--- config.mk ---
export PLATFORM = sky130hd
export DESIGN_NAME = xmodem_crc_receiver_core
export DESIGN_NICKNAME = d
export VERILOG_FILES = /design/src/rtl/xcr_pkg.sv /design/src/rtl/xmodem_crc_receiver_core.sv
export SDC_FILE = /design/constraint.sdc
export NUM_CORES = 1
export LEC_CHECK = 0
export BUFFER_PORTS_ARGS = -buffer_cell sky130_fd_sc_hd__buf_2
export CORE_MARGIN = 5
export CORE_UTILIZATION = 45
export CTS_CLUSTER_SIZE = 10
export DETAILED_ROUTE_END_ITERATION = 12
export PLACE_DENSITY = 0.67
export SLEW_MARGIN = 5
export SYNTH_ARGS = -nofsm -noshare
export SYNTH_HDL_FRONTEND = slang
export SYNTH_SLANG_ARGS = --single-unit
export TNS_END_PERCENT = 1
--- constraint.sdc ---
create_clock -name aclk -period 12.1 [get_ports aclk]
set_clock_uncertainty 0.2 [all_clocks]
set_input_delay 2.42 -clock aclk [delete_from_list [all_inputs] [get_ports aclk]]
set_output_delay 2.42 -clock aclk [all_outputs]
set_load 0.03 [all_outputs]
--- src/rtl/xcr_pkg.sv ---
`timescale 1ns / 1ps

package xcr_pkg;

    localparam int DEF_SHORT_BLOCK = 128;
    localparam int DEF_LONG_BLOCK  = 1024;

    // Most words one input word can cause.
    localparam int MAX_RES   = 6;
    localparam int RES_IDX_W = $clog2(MAX_RES);
    localparam int RES_CNT_W = $clog2(MAX_RES + 1);

    localparam logic [15:0] CRC_POLY = 16'h1021;

    localparam logic [7:0] RETRY_LIMIT_RST   = 8'd60;
    localparam logic [7:0] STARTUP_LIMIT_RST = 8'd120;

    // Config register indexes
    localparam logic REG_RETRY_LIMIT   = 1'b0;
    localparam logic REG_STARTUP_LIMIT = 1'b1;

    // Input modes
    localparam logic [1:0] MODE_START = 2'd0;
    localparam logic [1:0] MODE_BYTE  = 2'd1;
    localparam logic [1:0] MODE_TICK  = 2'd2;

    // Result kinds
    localparam logic [1:0] KIND_REPLY   = 2'd0;
    localparam logic [1:0] KIND_DATA    = 2'd1;
    localparam logic [1:0] KIND_VERDICT = 2'd2;
    localparam logic [1:0] KIND_END     = 2'd3;

    // Verdicts
    localparam logic [7:0] VERD_OK   = 8'd0;
    localparam logic [7:0] VERD_DUP  = 8'd1;
    localparam logic [7:0] VERD_CRC  = 8'd2;

    // Session end codes
    localparam logic [7:0] END_DONE        = 8'd0;
    localparam logic [7:0] END_SENDER_CAN  = 8'd1;
    localparam logic [7:0] END_RECV_CAN    = 8'd2;
    localparam logic [7:0] END_ABORT       = 8'd3;

    // Line bytes
    localparam logic [7:0] B_SOH   = 8'h01;
    localparam logic [7:0] B_STX   = 8'h02;
    localparam logic [7:0] B_ABORT = 8'h03;
    localparam logic [7:0] B_EOT   = 8'h04;
    localparam logic [7:0] B_ACK   = 8'h06;
    localparam logic [7:0] B_NAK   = 8'h15;
    localparam logic [7:0] B_CAN   = 8'h18;
    localparam logic [7:0] B_C     = 8'h43;

    // CRC-16/XMODEM, one byte, msb first
    function automatic logic [15:0] xcr_crc16(input logic [15:0] crc, input logic [7:0] b);
        logic [15:0] c;
        c = crc ^ {b, 8'h00};
        for (int i = 0; i < 8; i++) begin
            if (c[15]) begin
                c = {c[14:0], 1'b0} ^ CRC_POLY;
            end else begin
                c = {c[14:0], 1'b0};
            end
        end
        return c;
    endfunction

endpackage

--- src/rtl/xmodem_crc_receiver_core.sv ---
`timescale 1ns / 1ps

// XMODEM-CRC / 1K-XMODEM receiver core.
// Input channel (s_valid/s_ready): s_mode 0 starts a session, 1 delivers a byte
// from the serial line in s_rx_byte, 2 is a one-second timeout tick.
// Result channel (m_valid/m_ready): each word carries m_kind (reply byte, payload
// byte, frame verdict, session end), m_value and m_last, which marks the final
// word caused by one input word. An input word causes zero to six result words.
// Config port: cfg_we writes cfg_wdata into register cfg_index (0 retry_limit,
// 1 startup_limit) in the same cycle; write only while the core is idle.
// An accepted word is registered in the input register, then decoded into the
// result buffer, a second register, whose words drive m_*.
// Throughput: one input word per cycle while each causes at most one result and
// m_ready is high; a word that causes more waits while the result buffer drains
// one word per cycle while m_ready is high. A stalled m_ready holds the buffer;
// one more input word waits in the input register and s_ready then drops.
// Reset (aresetn low, synchronous) empties both registers, returns the session
// to idle and loads retry_limit 60 and startup_limit 120.
module xmodem_crc_receiver_core
    import xcr_pkg::*;
#(
    parameter int SHORT_BLOCK = DEF_SHORT_BLOCK,
    parameter int LONG_BLOCK  = DEF_LONG_BLOCK
) (
    input  logic       aclk,
    input  logic       aresetn,

    input  logic       s_valid,
    output logic       s_ready,
    input  logic [1:0] s_mode,
    input  logic [7:0] s_rx_byte,

    output logic       m_valid,
    input  logic       m_ready,
    output logic [1:0] m_kind,
    output logic [7:0] m_value,
    output logic       m_last,

    input  logic       cfg_we,
    input  logic       cfg_index,
    input  logic [7:0] cfg_wdata
);

    localparam int MAX_BLOCK = (LONG_BLOCK > SHORT_BLOCK) ? LONG_BLOCK : SHORT_BLOCK;
    localparam int CNT_W     = $clog2(MAX_BLOCK);
    localparam logic [CNT_W:0] SHORT_LEN = (CNT_W + 1)'(SHORT_BLOCK);
    localparam logic [CNT_W:0] LONG_LEN  = (CNT_W + 1)'(LONG_BLOCK);

    typedef enum logic [3:0] {
        PH_IDLE, PH_START, PH_HEAD, PH_SEQ, PH_CSEQ, PH_DATA, PH_CRCH, PH_CRCL
    } phase_t;

    // config
    logic [7:0] retry_limit_reg, startup_limit_reg;

    // session state
    phase_t           phase_reg,        phase_next;
    logic [7:0]       expected_seq_reg, expected_seq_next;
    logic             long_frame_reg,   long_frame_next;
    logic [CNT_W-1:0] byte_count_reg,   byte_count_next;
    logic [15:0]      crc_acc_reg,      crc_acc_next;
    logic [7:0]       got_seq_reg,      got_seq_next;
    logic [7:0]       crc_high_reg,     crc_high_next;
    logic             dup_reg,          dup_next;
    logic [7:0]       retry_count_reg,  retry_count_next;
    logic [7:0]       start_count_reg,  start_count_next;

    // input register
    logic       in_valid_reg;
    logic [1:0] in_mode_reg;
    logic [7:0] in_byte_reg;

    // result buffer
    logic [1:0]           buf_kind_reg  [MAX_RES];
    logic [7:0]           buf_value_reg [MAX_RES];
    logic [RES_CNT_W-1:0] buf_cnt_reg;
    logic [RES_IDX_W-1:0] buf_idx_reg;

    logic [1:0]           res_kind  [MAX_RES];
    logic [7:0]           res_value [MAX_RES];
    logic [RES_CNT_W-1:0] res_n;

    logic             proc_fire;
    logic             err, cancel, clear, start;
    logic [7:0]       retry_inc;
    logic [CNT_W:0]   count_inc;
    logic [CNT_W:0]   frame_len;

    assign m_valid   = (buf_cnt_reg != '0);
    assign m_kind    = buf_kind_reg[buf_idx_reg];
    assign m_value   = buf_value_reg[buf_idx_reg];
    assign m_last    = ((RES_CNT_W)'(buf_idx_reg) + 1'b1) == buf_cnt_reg;
    assign proc_fire = in_valid_reg && (!m_valid || (m_ready && m_last));
    assign s_ready   = !in_valid_reg || proc_fire;

    assign retry_inc = retry_count_reg + 8'd1;
    assign count_inc = {1'b0, byte_count_reg} + 1'b1;
    assign frame_len = long_frame_reg ? LONG_LEN : SHORT_LEN;

    always_comb begin
        phase_next        = phase_reg;
        expected_seq_next = expected_seq_reg;
        long_frame_next   = long_frame_reg;
        byte_count_next   = byte_count_reg;
        crc_acc_next      = crc_acc_reg;
        got_seq_next      = got_seq_reg;
        crc_high_next     = crc_high_reg;
        dup_next          = dup_reg;
        retry_count_next  = retry_count_reg;
        start_count_next  = start_count_reg;
        res_kind  = '{default: '0};
        res_value = '{default: '0};
        res_n     = '0;
        err       = 1'b0;
        cancel    = 1'b0;
        clear     = 1'b0;
        start     = 1'b0;

        if (proc_fire) begin
            case (in_mode_reg)
                MODE_START: start = 1'b1;
                MODE_BYTE: begin
                    case (phase_reg)
                        PH_START: begin
                            if (in_byte_reg == B_SOH || in_byte_reg == B_STX) begin
                                long_frame_next = (in_byte_reg == B_STX);
                                phase_next      = PH_SEQ;
                            end else if (in_byte_reg == B_ABORT) begin
                                res_kind[res_n[RES_IDX_W-1:0]]  = KIND_END;
                                res_value[res_n[RES_IDX_W-1:0]] = END_ABORT;
                                res_n = res_n + 1'b1;
                                clear = 1'b1;
                            end
                        end
                        PH_HEAD: begin
                            if (in_byte_reg == B_SOH || in_byte_reg == B_STX) begin
                                long_frame_next = (in_byte_reg == B_STX);
                                phase_next      = PH_SEQ;
                            end else if (in_byte_reg == B_EOT) begin
                                res_kind[res_n[RES_IDX_W-1:0]]  = KIND_REPLY;
                                res_value[res_n[RES_IDX_W-1:0]] = B_ACK;
                                res_n = res_n + 1'b1;
                                res_kind[res_n[RES_IDX_W-1:0]]  = KIND_END;
                                res_value[res_n[RES_IDX_W-1:0]] = END_DONE;
                                res_n = res_n + 1'b1;
                                clear = 1'b1;
                            end else if (in_byte_reg == B_CAN) begin
                                res_kind[res_n[RES_IDX_W-1:0]]  = KIND_END;
                                res_value[res_n[RES_IDX_W-1:0]] = END_SENDER_CAN;
                                res_n = res_n + 1'b1;
                                clear = 1'b1;
                            end else begin
                                err = 1'b1;
                            end
                        end
                        PH_SEQ: begin
                            got_seq_next = in_byte_reg;
                            phase_next   = PH_CSEQ;
                        end
                        PH_CSEQ: begin
                            if (got_seq_reg != ~in_byte_reg) begin
                                err = 1'b1;
                            end else if (got_seq_reg == expected_seq_reg ||
                                         got_seq_reg == expected_seq_reg - 8'd1) begin
                                dup_next        = (got_seq_reg != expected_seq_reg);
                                byte_count_next = '0;
                                crc_acc_next    = '0;
                                phase_next      = PH_DATA;
                            end else begin
                                cancel = 1'b1;
                            end
                        end
                        PH_DATA: begin
                            crc_acc_next = xcr_crc16(crc_acc_reg, in_byte_reg);
                            if (!dup_reg) begin
                                res_kind[res_n[RES_IDX_W-1:0]]  = KIND_DATA;
                                res_value[res_n[RES_IDX_W-1:0]] = in_byte_reg;
                                res_n = res_n + 1'b1;
                            end
                            if (count_inc >= frame_len) begin
                                byte_count_next = '0;
                                phase_next      = PH_CRCH;
                            end else begin
                                byte_count_next = count_inc[CNT_W-1:0];
                            end
                        end
                        PH_CRCH: begin
                            crc_high_next = in_byte_reg;
                            phase_next    = PH_CRCL;
                        end
                        PH_CRCL: begin
                            if (dup_reg) begin
                                dup_next         = 1'b0;
                                retry_count_next = '0;
                                res_kind[res_n[RES_IDX_W-1:0]]  = KIND_VERDICT;
                                res_value[res_n[RES_IDX_W-1:0]] = VERD_DUP;
                                res_n = res_n + 1'b1;
                                res_kind[res_n[RES_IDX_W-1:0]]  = KIND_REPLY;
                                res_value[res_n[RES_IDX_W-1:0]] = B_ACK;
                                res_n = res_n + 1'b1;
                                phase_next = PH_HEAD;
                            end else if (crc_high_reg == crc_acc_reg[15:8] &&
                                         in_byte_reg == crc_acc_reg[7:0]) begin
                                retry_count_next  = '0;
                                expected_seq_next = expected_seq_reg + 8'd1;
                                res_kind[res_n[RES_IDX_W-1:0]]  = KIND_VERDICT;
                                res_value[res_n[RES_IDX_W-1:0]] = VERD_OK;
                                res_n = res_n + 1'b1;
                                res_kind[res_n[RES_IDX_W-1:0]]  = KIND_REPLY;
                                res_value[res_n[RES_IDX_W-1:0]] = B_ACK;
                                res_n = res_n + 1'b1;
                                phase_next = PH_HEAD;
                            end else begin
                                res_kind[res_n[RES_IDX_W-1:0]]  = KIND_VERDICT;
                                res_value[res_n[RES_IDX_W-1:0]] = VERD_CRC;
                                res_n = res_n + 1'b1;
                                err = 1'b1;
                            end
                        end
                        default: ;
                    endcase
                end
                MODE_TICK: begin
                    case (phase_reg)
                        PH_START: begin
                            if (start_count_reg >= startup_limit_reg) begin
                                cancel = 1'b1;
                            end else begin
                                start_count_next = start_count_reg + 8'd1;
                                res_kind[res_n[RES_IDX_W-1:0]]  = KIND_REPLY;
                                res_value[res_n[RES_IDX_W-1:0]] = B_C;
                                res_n = res_n + 1'b1;
                            end
                        end
                        PH_HEAD, PH_SEQ, PH_CSEQ, PH_DATA, PH_CRCH, PH_CRCL: begin
                            dup_next = 1'b0;
                            err      = 1'b1;
                        end
                        default: ;
                    endcase
                end
                default: ;
            endcase
        end

        if (err) begin
            retry_count_next = retry_inc;
            if (retry_inc >= retry_limit_reg) begin
                cancel = 1'b1;
            end else begin
                res_kind[res_n[RES_IDX_W-1:0]]  = KIND_REPLY;
                res_value[res_n[RES_IDX_W-1:0]] = B_NAK;
                res_n = res_n + 1'b1;
                phase_next = PH_HEAD;
            end
        end

        if (cancel) begin
            for (int i = 0; i < 4; i++) begin
                res_kind[res_n[RES_IDX_W-1:0]]  = KIND_REPLY;
                res_value[res_n[RES_IDX_W-1:0]] = B_CAN;
                res_n = res_n + 1'b1;
            end
            res_kind[res_n[RES_IDX_W-1:0]]  = KIND_END;
            res_value[res_n[RES_IDX_W-1:0]] = END_RECV_CAN;
            res_n = res_n + 1'b1;
            clear = 1'b1;
        end

        if (clear || start) begin
            phase_next        = PH_IDLE;
            expected_seq_next = 8'd1;
            long_frame_next   = 1'b0;
            byte_count_next   = '0;
            crc_acc_next      = '0;
            got_seq_next      = '0;
            crc_high_next     = '0;
            dup_next          = 1'b0;
            retry_count_next  = '0;
            start_count_next  = '0;
        end

        if (start) begin
            phase_next       = PH_START;
            start_count_next = 8'd1;
            res_kind[res_n[RES_IDX_W-1:0]]  = KIND_REPLY;
            res_value[res_n[RES_IDX_W-1:0]] = B_C;
            res_n = res_n + 1'b1;
        end
    end

    always_ff @(posedge aclk) begin
        if (!aresetn) begin
            retry_limit_reg   <= RETRY_LIMIT_RST;
            startup_limit_reg <= STARTUP_LIMIT_RST;
            phase_reg         <= PH_IDLE;
            expected_seq_reg  <= 8'd1;
            long_frame_reg    <= 1'b0;
            byte_count_reg    <= '0;
            crc_acc_reg       <= '0;
            got_seq_reg       <= '0;
            crc_high_reg      <= '0;
            dup_reg           <= 1'b0;
            retry_count_reg   <= '0;
            start_count_reg   <= '0;
            in_valid_reg      <= 1'b0;
            buf_cnt_reg       <= '0;
            buf_idx_reg       <= '0;
        end else begin
            if (cfg_we) begin
                case (cfg_index)
                    REG_RETRY_LIMIT:   retry_limit_reg   <= cfg_wdata;
                    REG_STARTUP_LIMIT: startup_limit_reg <= cfg_wdata;
                    default: ;
                endcase
            end

            phase_reg        <= phase_next;
            expected_seq_reg <= expected_seq_next;
            long_frame_reg   <= long_frame_next;
            byte_count_reg   <= byte_count_next;
            crc_acc_reg      <= crc_acc_next;
            got_seq_reg      <= got_seq_next;
            crc_high_reg     <= crc_high_next;
            dup_reg          <= dup_next;
            retry_count_reg  <= retry_count_next;
            start_count_reg  <= start_count_next;

            if (s_valid && s_ready) begin
                in_valid_reg <= 1'b1;
            end else if (proc_fire) begin
                in_valid_reg <= 1'b0;
            end

            // a new buffer load only happens once the previous one is drained
            if (proc_fire) begin
                buf_cnt_reg <= res_n;
                buf_idx_reg <= '0;
            end else if (m_valid && m_ready) begin
                if (m_last) begin
                    buf_cnt_reg <= '0;
                    buf_idx_reg <= '0;
                end else begin
                    buf_idx_reg <= buf_idx_reg + 1'b1;
                end
            end
        end
    end

    always_ff @(posedge aclk) begin
        if (s_valid && s_ready) begin
            in_mode_reg <= s_mode;
            in_byte_reg <= s_rx_byte;
        end
        if (proc_fire) begin
            buf_kind_reg  <= res_kind;
            buf_value_reg <= res_value;
        end
    end

endmodule

; ---- Word-level counts from Yosys, hierarchy flattened
; Cells that the tools add are included.
; Widths: inputs -> output; s select.
[totals]
out_inout_bits = 13
regBits = 165
inputBits = 24
[classes]
add_sub_neg = 13
n_mux = 190
order_cmp = 18
n_eq_ne = 28
reduce_logical = 50
bitwise_logic = 56
[op_table]
columns = op, count
row1 = $mux 16, 24
row2 = $mux 48, 4
row3 = $demux 8 s3, 7
row4 = $and 36x36->36, 4
row5 = $not 36->36, 4
row6 = $mux 8, 17
row7 = $mux 13, 8
row8 = $and 12x12->12, 6
row9 = $not 12->12, 6
row10 = $and 30x30->30, 2
row11 = $not 30->30, 2
row12 = $or 12x12->12, 5
row13 = $mux 12, 4
row14 = $mux 4, 12
row15 = $mux 1, 47
row16 = $mux 2, 23
row17 = $and 42x42->42, 1
row18 = $demux 2 s3, 7
row19 = $not 42->42, 1
row20 = $mux 10, 4
row21 = $mux 3, 12
row22 = $or 18x18->18, 2
row23 = $eq 8x8->1, 4
row24 = $ge 4x4->1 const B, 8
row25 = 57 further kinds, 141

; ---- Logic depth before layout (Yosys ltp)
; Gate-level depths: netlist of run 1.
[logic_depth]
word_depth = 39
depth_mapped = 21
mapped_depth_nobuf = 20

; ---- Least setup slack after synthesis of run 1
; No wires, ideal clock.
[synth_timing]
path_kind = in2reg
startpoint = in m_ready
endpoint = reg buf_value_reg[3] (netlist bit), data pin
required_ps = 11622
cell_stages = 16
path_buffers = 0
t_arrival_ps = 5598
setup_slack_ps = 6024
cell_sequence = nand4_2 > nand2_1 > nand2_2 > inv_2 > nand2_1 > a311o_1 > ha_1 > a21o_1 > ha_1 > xor2_1 > xnor2_1 > a21oi_1 > o22ai_4 > or3b_4 > nor2b_4 > a311oi_1
[synth_rtl]
columns = element, line_no
row1 = start: declaration, xmodem_crc_receiver_core.sv:34  ; input logic m_ready,
row2 = end signal: assignment, xmodem_crc_receiver_core.sv:357  ; buf_value_reg <= res_value;
row3 = end: declaration, xmodem_crc_receiver_core.sv:75  ; logic [7:0] buf_value_reg [MAX_RES];

==> results.rst, run 1 <==
.. list-table::
   :header-rows: 1

   * - Metric
     - Value
   * - Clock slew seen by the registers of the worst setup and hold paths
     - 0.07 ns
   * - Post-CTS Repair Setup Buffers
     - 0
   * - RR Startpoint
     - buf_idx_reg[0]
   * - Net total in the final layout
     - 1044
   * - CP bufs+invs
     - 3
   * - Final Hold Fails
     - 0
   * - Area post-placement
     - 9290 µm²
   * - Kind of start point of the critical path
     - primary input
   * - CTS Hold Bufs
     - 0
   * - H-tree levels
     - 4
   * - Number of antenna violations at the first check in global routing
     - 0
   * - Minimum setup slack after placement
     - 4.64 ns
   * - Number of optimization iterations in the first detailed-route pass
     - 6
   * - Share of synthesized area occupied by flip-flops and latches
     - 37.5%
   * - Crit Path Max Fanout
     - 50
   * - Ys Warns
     - 0
   * - Worst hold-check slack
     - 0.271 ns
   * - Core region area
     - 19600 µm²
   * - Path class of the lowest-slack min-delay path
     - reg -> reg
   * - Slowest CP cell
     - sky130_fd_sc_hd__and2_1
   * - 1st-iter DRT viols
     - 575
   * - Utilization after layout
     - 50.7%
   * - Global-route wire length before repair
     - 33900 µm
   * - Number of nets with antenna violations after detailed routing
     - 0
   * - Share of layout cells above drive strength 1
     - 11.9%
   * - Cell with the most instances after synthesis
     - sky130_fd_sc_hd__nor2_1
   * - Destination of the worst register-to-register timing path
     - buf_value_reg[3]
   * - Worst slew slack as a fraction of its limit
     - 29.1%
   * - Synthesis-stage register bit count
     - 144
   * - Buffer depth of the longest clock path
     - 2
   * - DRC violation count after routing
     - 0
   * - CP Class
     - in -> reg
   * - Type of element capturing the critical path
     - flop
   * - Count of filler cells inserted in the layout
     - 1795
   * - Leakage component of the power
     - 3.89 nW
   * - Internal power
     - 883 µW
   * - Top-level I/O count
     - 37
   * - Initial standard-cell utilization of the core
     - 45.9%
   * - Leading cell types by total area after synthesis
     - sky130_fd_sc_hd__dfxtp_1 21%, sky130_fd_sc_hd__edfxtp_1 16%, sky130_fd_sc_hd__xnor2_1 5.2%
   * - Die Outline Area
     - 22900 µm²
   * - FP Rows
     - 51
   * - Area growth from synthesis to final layout
     - 10.3%
   * - Worst reg-to-reg path cell count
     - 19
   * - Width of the die
     - 151 µm
   * - Global placement routability congestion
     - 0.900
   * - Routed wire length per instance
     - 16.1 µm
   * - Predominant post-synthesis flop cell
     - sky130_fd_sc_hd__dfxtp_1
   * - Proportion of power drawn by flip-flops and latches
     - 45.4%
   * - Clk sinks
     - 144
   * - Synthesized net count
     - 1037
   * - Flip-flop count of the largest register, all copies and words added
     - 32
   * - Half-perimeter wire length after placement
     - 14600 µm
   * - Yosys top cell area share
     - 21.1%
   * - Worst Hold Launch
     - startup_limit_reg[7]
   * - Final critical delay including setup and external delays
     - 7.03 ns
   * - Largest area contributor in the synthesized netlist
     - sky130_fd_sc_hd__dfxtp_1
   * - Latest clock arrival within the worst-skew pair
     - 0.43 ns
   * - Req. time, crit path
     - 12.05 ns
   * - Number of library cell types mapped by synthesis
     - 98
   * - Cell Count, Final, Fillers Out
     - 1262
   * - Quantity of I/O buffers inserted on ports
     - 36
   * - Slowest Stage Delay on Critical Path
     - 0.77 ns
   * - CTS buffer count
     - 17
   * - Cell chosen for the clock root
     - sky130_fd_sc_hd__clkbuf_16
   * - Count of flip-flops with a built-in enable after synthesis
     - 49
   * - Clock share of power
     - 49.2%
   * - Global-route usage over all layers
     - 18.6%
   * - Fraction of registers with async set/reset
     - 0%
   * - Vert. Die Dim
     - 151 µm
   * - CTS resizes
     - 0
   * - Power per cell area
     - 116 nW/µm²
   * - Worst Max-Slew Pin Slew
     - 1.06 ns
   * - Placed Cells incl. Taps
     - 1230
   * - Hold Path Depth
     - 2
   * - Final Cycle Share
     - 58.1%
   * - Top Family by Delay on Critical Path
     - simple AND/OR/NAND/NOR gates
   * - Sw Share
     - 23.3%
   * - Synthesized area
     - 8990 µm²
   * - Crit path DAT
     - 6.99 ns
   * - Vias after detailed routing
     - 7053
   * - Combinational share of power
     - 5.5%
   * - Mapped Cells
     - 977
   * - Cell Chain, Critical Path
     - buf_2 > nand4_2 > nand2_1 > nand2_2 > inv_2 > and2_1 > o211a_1 > nor2_1 > a21o_1 > inv_1 > ha_1 > xor2_1 > xnor2_1 > a21oi_1 > o22ai_4 > or3b_4 > nor2b_4 > a311oi_1
   * - Summed area of non-filler cells in the final layout
     - 9920 µm²
   * - Final wirelength
     - 20400 µm
   * - Setup slack of the most critical reg-to-reg path
     - 5.61 ns
   * - Number of maximum-capacitance violations
     - 0
   * - Commonest cells in the synthesized netlist
     - 102 x sky130_fd_sc_hd__nor2_1, 95 x sky130_fd_sc_hd__dfxtp_1, 75 x sky130_fd_sc_hd__nand2_1, 53 x sky130_fd_sc_hd__xnor2_1, 52 x sky130_fd_sc_hd__a21oi_1
   * - RSZ-0062 raised after global routing
     - no
   * - Power spent charging and discharging nets
     - 269 µW
   * - Maximum number of pins on one net before global-route repair
     - 70
   * - Final max-slew violation count
     - 0
   * - Via count of the first global-routing pass
     - 6657
   * - Result of the run
     - completed
   * - Post-layout worst setup margin
     - 5.07 ns
   * - End point of the worst hold path
     - startup_limit_reg[7]
   * - Worst supply voltage drop on vdd
     - 112 µV
   * - Overall power of the completed layout
     - 1.15 mW
   * - Average cell area after synthesis
     - 9.21 µm²
   * - Setup violators final
     - 0
   * - Routed via count divided by cell count
     - 5.59
   * - Upper clock frequency limit
     - 0.142 GHz
   * - Overflow left after global routing
     - 0
   * - Setup TNS Final
     - 0 ns
   * - CTS tree
     - done
   * - Antenna cells
     - 0
==> worst register-to-register path, cell delays in order, from the launching register on <==
cell	delay (ns)
sky130_fd_sc_hd__dfxtp_1	0.90
sky130_fd_sc_hd__ha_1	0.38
sky130_fd_sc_hd__xnor2_1	0.20
sky130_fd_sc_hd__nand4_2	0.20
sky130_fd_sc_hd__nand2_1	0.12
sky130_fd_sc_hd__nand2_2	0.12
sky130_fd_sc_hd__inv_2	0.71
sky130_fd_sc_hd__and2_1	0.77
sky130_fd_sc_hd__o211a_1	0.41
sky130_fd_sc_hd__nor2_1	0.08
sky130_fd_sc_hd__a21o_1	0.19
sky130_fd_sc_hd__inv_1	0.08
sky130_fd_sc_hd__ha_1	0.21
sky130_fd_sc_hd__xor2_1	0.26
sky130_fd_sc_hd__xnor2_1	0.25
sky130_fd_sc_hd__a21oi_1	0.18
sky130_fd_sc_hd__o22ai_4	0.31
sky130_fd_sc_hd__or3b_4	0.46
sky130_fd_sc_hd__nor2b_4	0.13
sky130_fd_sc_hd__a311oi_1	0.06
==> worst max path at each step <==
stage / startpoint / end / slack, ns / depth (start not counted)
after floorplan: m_ready / buf_value_reg[3] / 6.02 / 16
after global placement: m_ready / buf_value_reg[3] / 4.75 / 17
after detailed placement: m_ready / buf_value_reg[3] / 4.64 / 17
after CTS: m_ready / buf_value_reg[3] / 5.08 / 18
after global routing: m_ready / buf_value_reg[34] / 4.61 / 15
final: m_ready / buf_value_reg[3] / 5.07 / 18
==> final cells by class <==
cell class	count	area [µm²]	area share, %
clock buffers	18	429	4.32
well taps	265	332	3.34
flip-flops and latches	144	3370	34.0
multi-input cells	741	5220	52.6
repair buffers	41	218	2.19
clock inverters	14	206	2.08
inverters	39	146	1.48
==> kinds of logic after synthesis <==
family	count (synthesis)	synth area share (%)
fa+ha+maj	36	5.01
buf+inv	92	4.51
simple gates	375	22.3
flops	144	37.5
xor+xnor	104	10.8
mux	35	4.92
compound gates	191	15.0
==> power by group through the flow <==
stage / clock [mW] / combinational, mW / sequential [mW]
floorplan: 0 / 0.0538 / 0.524
finish: 0.566 / 0.0628 / 0.522
CTS: 0.575 / 0.0632 / 0.522
global placement: 0 / 0.0622 / 0.533
global route: 0.599 / 0.0705 / 0.523
detailed placement: 0 / 0.0629 / 0.533
==> per-layer routing <==
| layer | vias up | wire [µm] | GRT usage (%) |
|---|---|---|---|
| met4 | 0 | 340 | 5.98 |
| met1 | 3334 | 9770 | 25.5 |
| li1 | 3519 | - | - |
| met5 | - | 0 | 0 |
| met3 | 28 | 910 | 3.50 |
| met2 | 172 | 9340 | 29.5 |
==> layout by cell type, fill, tap and decap left out, types with 24 or more instances in the layout <==
master / instances
sky130_fd_sc_hd__nand2_1: 75
sky130_fd_sc_hd__o21ai_0: 36
sky130_fd_sc_hd__nand3_1: 35
sky130_fd_sc_hd__edfxtp_1: 49
sky130_fd_sc_hd__dfxtp_1: 95
sky130_fd_sc_hd__xnor2_1: 53
sky130_fd_sc_hd__xor2_1: 46
sky130_fd_sc_hd__nor2_1: 102
sky130_fd_sc_hd__ha_1: 36
sky130_fd_sc_hd__a21oi_1: 52
sky130_fd_sc_hd__buf_2: 36
sky130_fd_sc_hd__mux2i_1: 24
sky130_fd_sc_hd__inv_1: 38
sky130_fd_sc_hd__nor3_1: 24
(Power assumes the default switching activity.)
==> inputs of run 2 (changes only) <==
- PLACE_DENSITY: 0.67 -> 0.7
- clock period: 12.1 -> 6.27 ns (I/O delays scaled with it)
==> results.rst, run 2 (synthesis results as in run 1) <==
.. list-table::
   :header-rows: 1

   * - Metric
     - Value
   * - 1st-iter DRT viols
     - 592 (+3.0%)
   * - Maximum number of pins on one net before global-route repair
     - 61 (-13%)
   * - Type of element capturing the critical path
     - flop
   * - Routed wire length per instance
     - 16.0 µm (-0.91%)
   * - Clk sinks
     - 144 (unchanged)
   * - Initial standard-cell utilization of the core
     - 45.9% (unchanged)
   * - Global-route wire length before repair
     - 33700 µm (-0.53%)
   * - Final Cycle Share
     - 87.4%
   * - Overall power of the completed layout
     - 2.16 mW (+88%)
   * - Result of the run
     - completed
   * - Worst slew slack as a fraction of its limit
     - 33.9% (+4.8 points)
   * - Setup TNS Final
     - 0 ns (unchanged)
   * - Leakage component of the power
     - 3.91 nW (+0.53%)
   * - Buffer depth of the longest clock path
     - 2 (unchanged)
   * - CP Class
     - reg -> reg
   * - CTS tree
     - done
   * - RSZ-0062 raised after global routing
     - no
   * - Die Outline Area
     - 22900 µm² (unchanged)
   * - Post-CTS Repair Setup Buffers
     - 0 (unchanged)
   * - Setup slack of the most critical reg-to-reg path
     - 0.79 ns (-4.82 ns)
   * - Routed via count divided by cell count
     - 5.56 (-0.53%)
   * - RR Startpoint
     - buf_idx_reg[1]
   * - Share of layout cells above drive strength 1
     - 12.4% (+0.45 points)
   * - Half-perimeter wire length after placement
     - 14600 µm (+0.32%)
   * - CTS Hold Bufs
     - 0 (unchanged)
   * - Top-level I/O count
     - 37 (unchanged)
   * - Slowest Stage Delay on Critical Path
     - 0.63 ns (-0.14 ns)
   * - Setup violators final
     - 0 (unchanged)
   * - Vias after detailed routing
     - 7038 (-0.21%)
   * - Cell chosen for the clock root
     - sky130_fd_sc_hd__clkbuf_16
   * - Req. time, crit path
     - 6.24 ns (-5.81 ns)
   * - Global placement routability congestion
     - 0.895 (-0.64%)
   * - Number of optimization iterations in the first detailed-route pass
     - 5 (-1)
   * - Number of maximum-capacitance violations
     - 0 (unchanged)
   * - Cell Count, Final, Fillers Out
     - 1266 (+0.32%)
   * - Power per cell area
     - 218 nW/µm² (+88%)
   * - Worst supply voltage drop on vdd
     - 193 µV (+72%)
   * - Cell Chain, Critical Path
     - ha_1 > xnor2_1 > nand4_2 > nand2_1 > nand2_2 > inv_2 > buf_4 > and2_1 > buf_4 > nand2_1 > inv_1 > ha_1 > xor2_1 > xnor2_1 > a21oi_1 > o22ai_4 > or3b_4 > nor2_2 > nor2_1
   * - Top Family by Delay on Critical Path
     - simple AND/OR/NAND/NOR gates
   * - Via count of the first global-routing pass
     - 6637 (-0.30%)
   * - H-tree levels
     - 4 (unchanged)
   * - Final Hold Fails
     - 0 (unchanged)
   * - Global-route usage over all layers
     - 18.4% (-0.20 points)
   * - Flip-flop count of the largest register, all copies and words added
     - 32 (unchanged)
   * - Path class of the lowest-slack min-delay path
     - reg -> reg
   * - Width of the die
     - 151 µm (unchanged)
   * - Area growth from synthesis to final layout
     - 10.3% (about the same)
   * - Number of antenna violations at the first check in global routing
     - 0 (unchanged)
   * - Latest clock arrival within the worst-skew pair
     - 0.43 ns (about the same)
   * - CTS resizes
     - 0 (unchanged)
   * - Final critical delay including setup and external delays
     - 5.48 ns
   * - Number of nets with antenna violations after detailed routing
     - 0 (unchanged)
   * - Count of filler cells inserted in the layout
     - 1825 (+1.7%)
   * - Vert. Die Dim
     - 151 µm (unchanged)
   * - Area taken by multi-input logic gates
     - 5220 µm² (unchanged)
   * - Kind of start point of the critical path
     - flop
   * - Startpoint of the worst setup timing path
     - buf_idx_reg[1]
   * - Worst Hold Launch
     - retry_limit_reg[1]
   * - DRC violation count after routing
     - 0 (unchanged)
   * - CTS buffer count
     - 17 (unchanged)
   * - Net total in the final layout
     - 1048 (+0.38%)
   * - Sequential standard cell area
     - 3370 µm² (unchanged)
   * - Top library cells by usage in the layout, fill and taps aside
     - 102 x sky130_fd_sc_hd__nor2_1, 95 x sky130_fd_sc_hd__dfxtp_1, 75 x sky130_fd_sc_hd__nand2_1
   * - FP Rows
     - 51 (unchanged)
   * - Upper clock frequency limit
     - 0.183 GHz
   * - Quantity of I/O buffers inserted on ports
     - 36 (unchanged)
   * - Placed Cells incl. Taps
     - 1234 (+0.33%)
   * - Leading cell type in the layout, fill and taps excluded
     - sky130_fd_sc_hd__nor2_1
   * - Final wirelength
     - 20200 µm (-0.60%)
   * - Worst Max-Slew Pin Slew
     - 0.985 ns (-0.0720 ns)
   * - Final max-slew violation count
     - 0 (unchanged)
   * - Antenna cells
     - 0 (unchanged)
   * - Slowest CP cell
     - sky130_fd_sc_hd__dfxtp_1
   * - Crit path DAT
     - 5.45 ns (-1.54 ns)
   * - Clock slew seen by the registers of the worst setup and hold paths
     - 0.06 ns (about the same)
   * - Overflow left after global routing
     - 0 (unchanged)
   * - CP bufs+invs
     - 4 (+1)
   * - Core region area
     - 19600 µm² (unchanged)
   * - Crit Path Max Fanout
     - 49 (-2.0%)
[run 2: per-stage QoR]
stage | util, % | setup slack [ns] | hold slack [ns] | area (µm²)
after global routing | 50.6 | 0.303 | 0.297 | 9920
after detailed placement | 47.6 | 0.690 | 0.267 | 9320
after global placement | 47.6 | 0.782 | 0.253 | 9320
after floorplan | - | 1.11 | 0.243 | 8990
after CTS | 50.6 | 0.771 | 0.277 | 9920
final | 50.6 | 0.792 | 0.276 | 9920
[run 2: area by class of cell]
type                    count  share of cell area (%)
multi-input cells         741                    52.6
flip-flops and latches    144                    34.0
clock buffers              20                    4.93
well taps                 265                    3.34
repair buffers             45                    2.50
inverters                  39                    1.48
clock inverters            12                    1.16
[run 2: final timing paths]
check,to,depth (start not counted)
setup / recovery,buf_value_reg[11],19
hold / removal,retry_limit_reg[1],2
setup reg to reg,buf_value_reg[11],19
hold reg to reg,retry_limit_reg[1],2
[run 2: routing by layer]
metal | track usage [%] | vias to the layer above | wire [µm]
met5 | 0 | - | 0
met4 | 5.62 | 0 | 315
met3 | 3.32 | 23 | 870
met2 | 29.4 | 154 | 9250
met1 | 25.3 | 3330 | 9800
li1 | - | 3531 | -
[run 2: report_power, final]
group	internal [mW]	total, mW	switching (mW)
Combinational	0.0458	0.125	0.0796
Clock	0.612	1.03	0.420
Sequential	0.985	1.01	0.0207
[run 2: tightest hold or removal path: stages, from the launching register on]
cell and delay, ns:
sky130_fd_sc_hd__dfxtp_1 0.31, sky130_fd_sc_hd__nand2_1 0.05, sky130_fd_sc_hd__a21boi_0 0.07
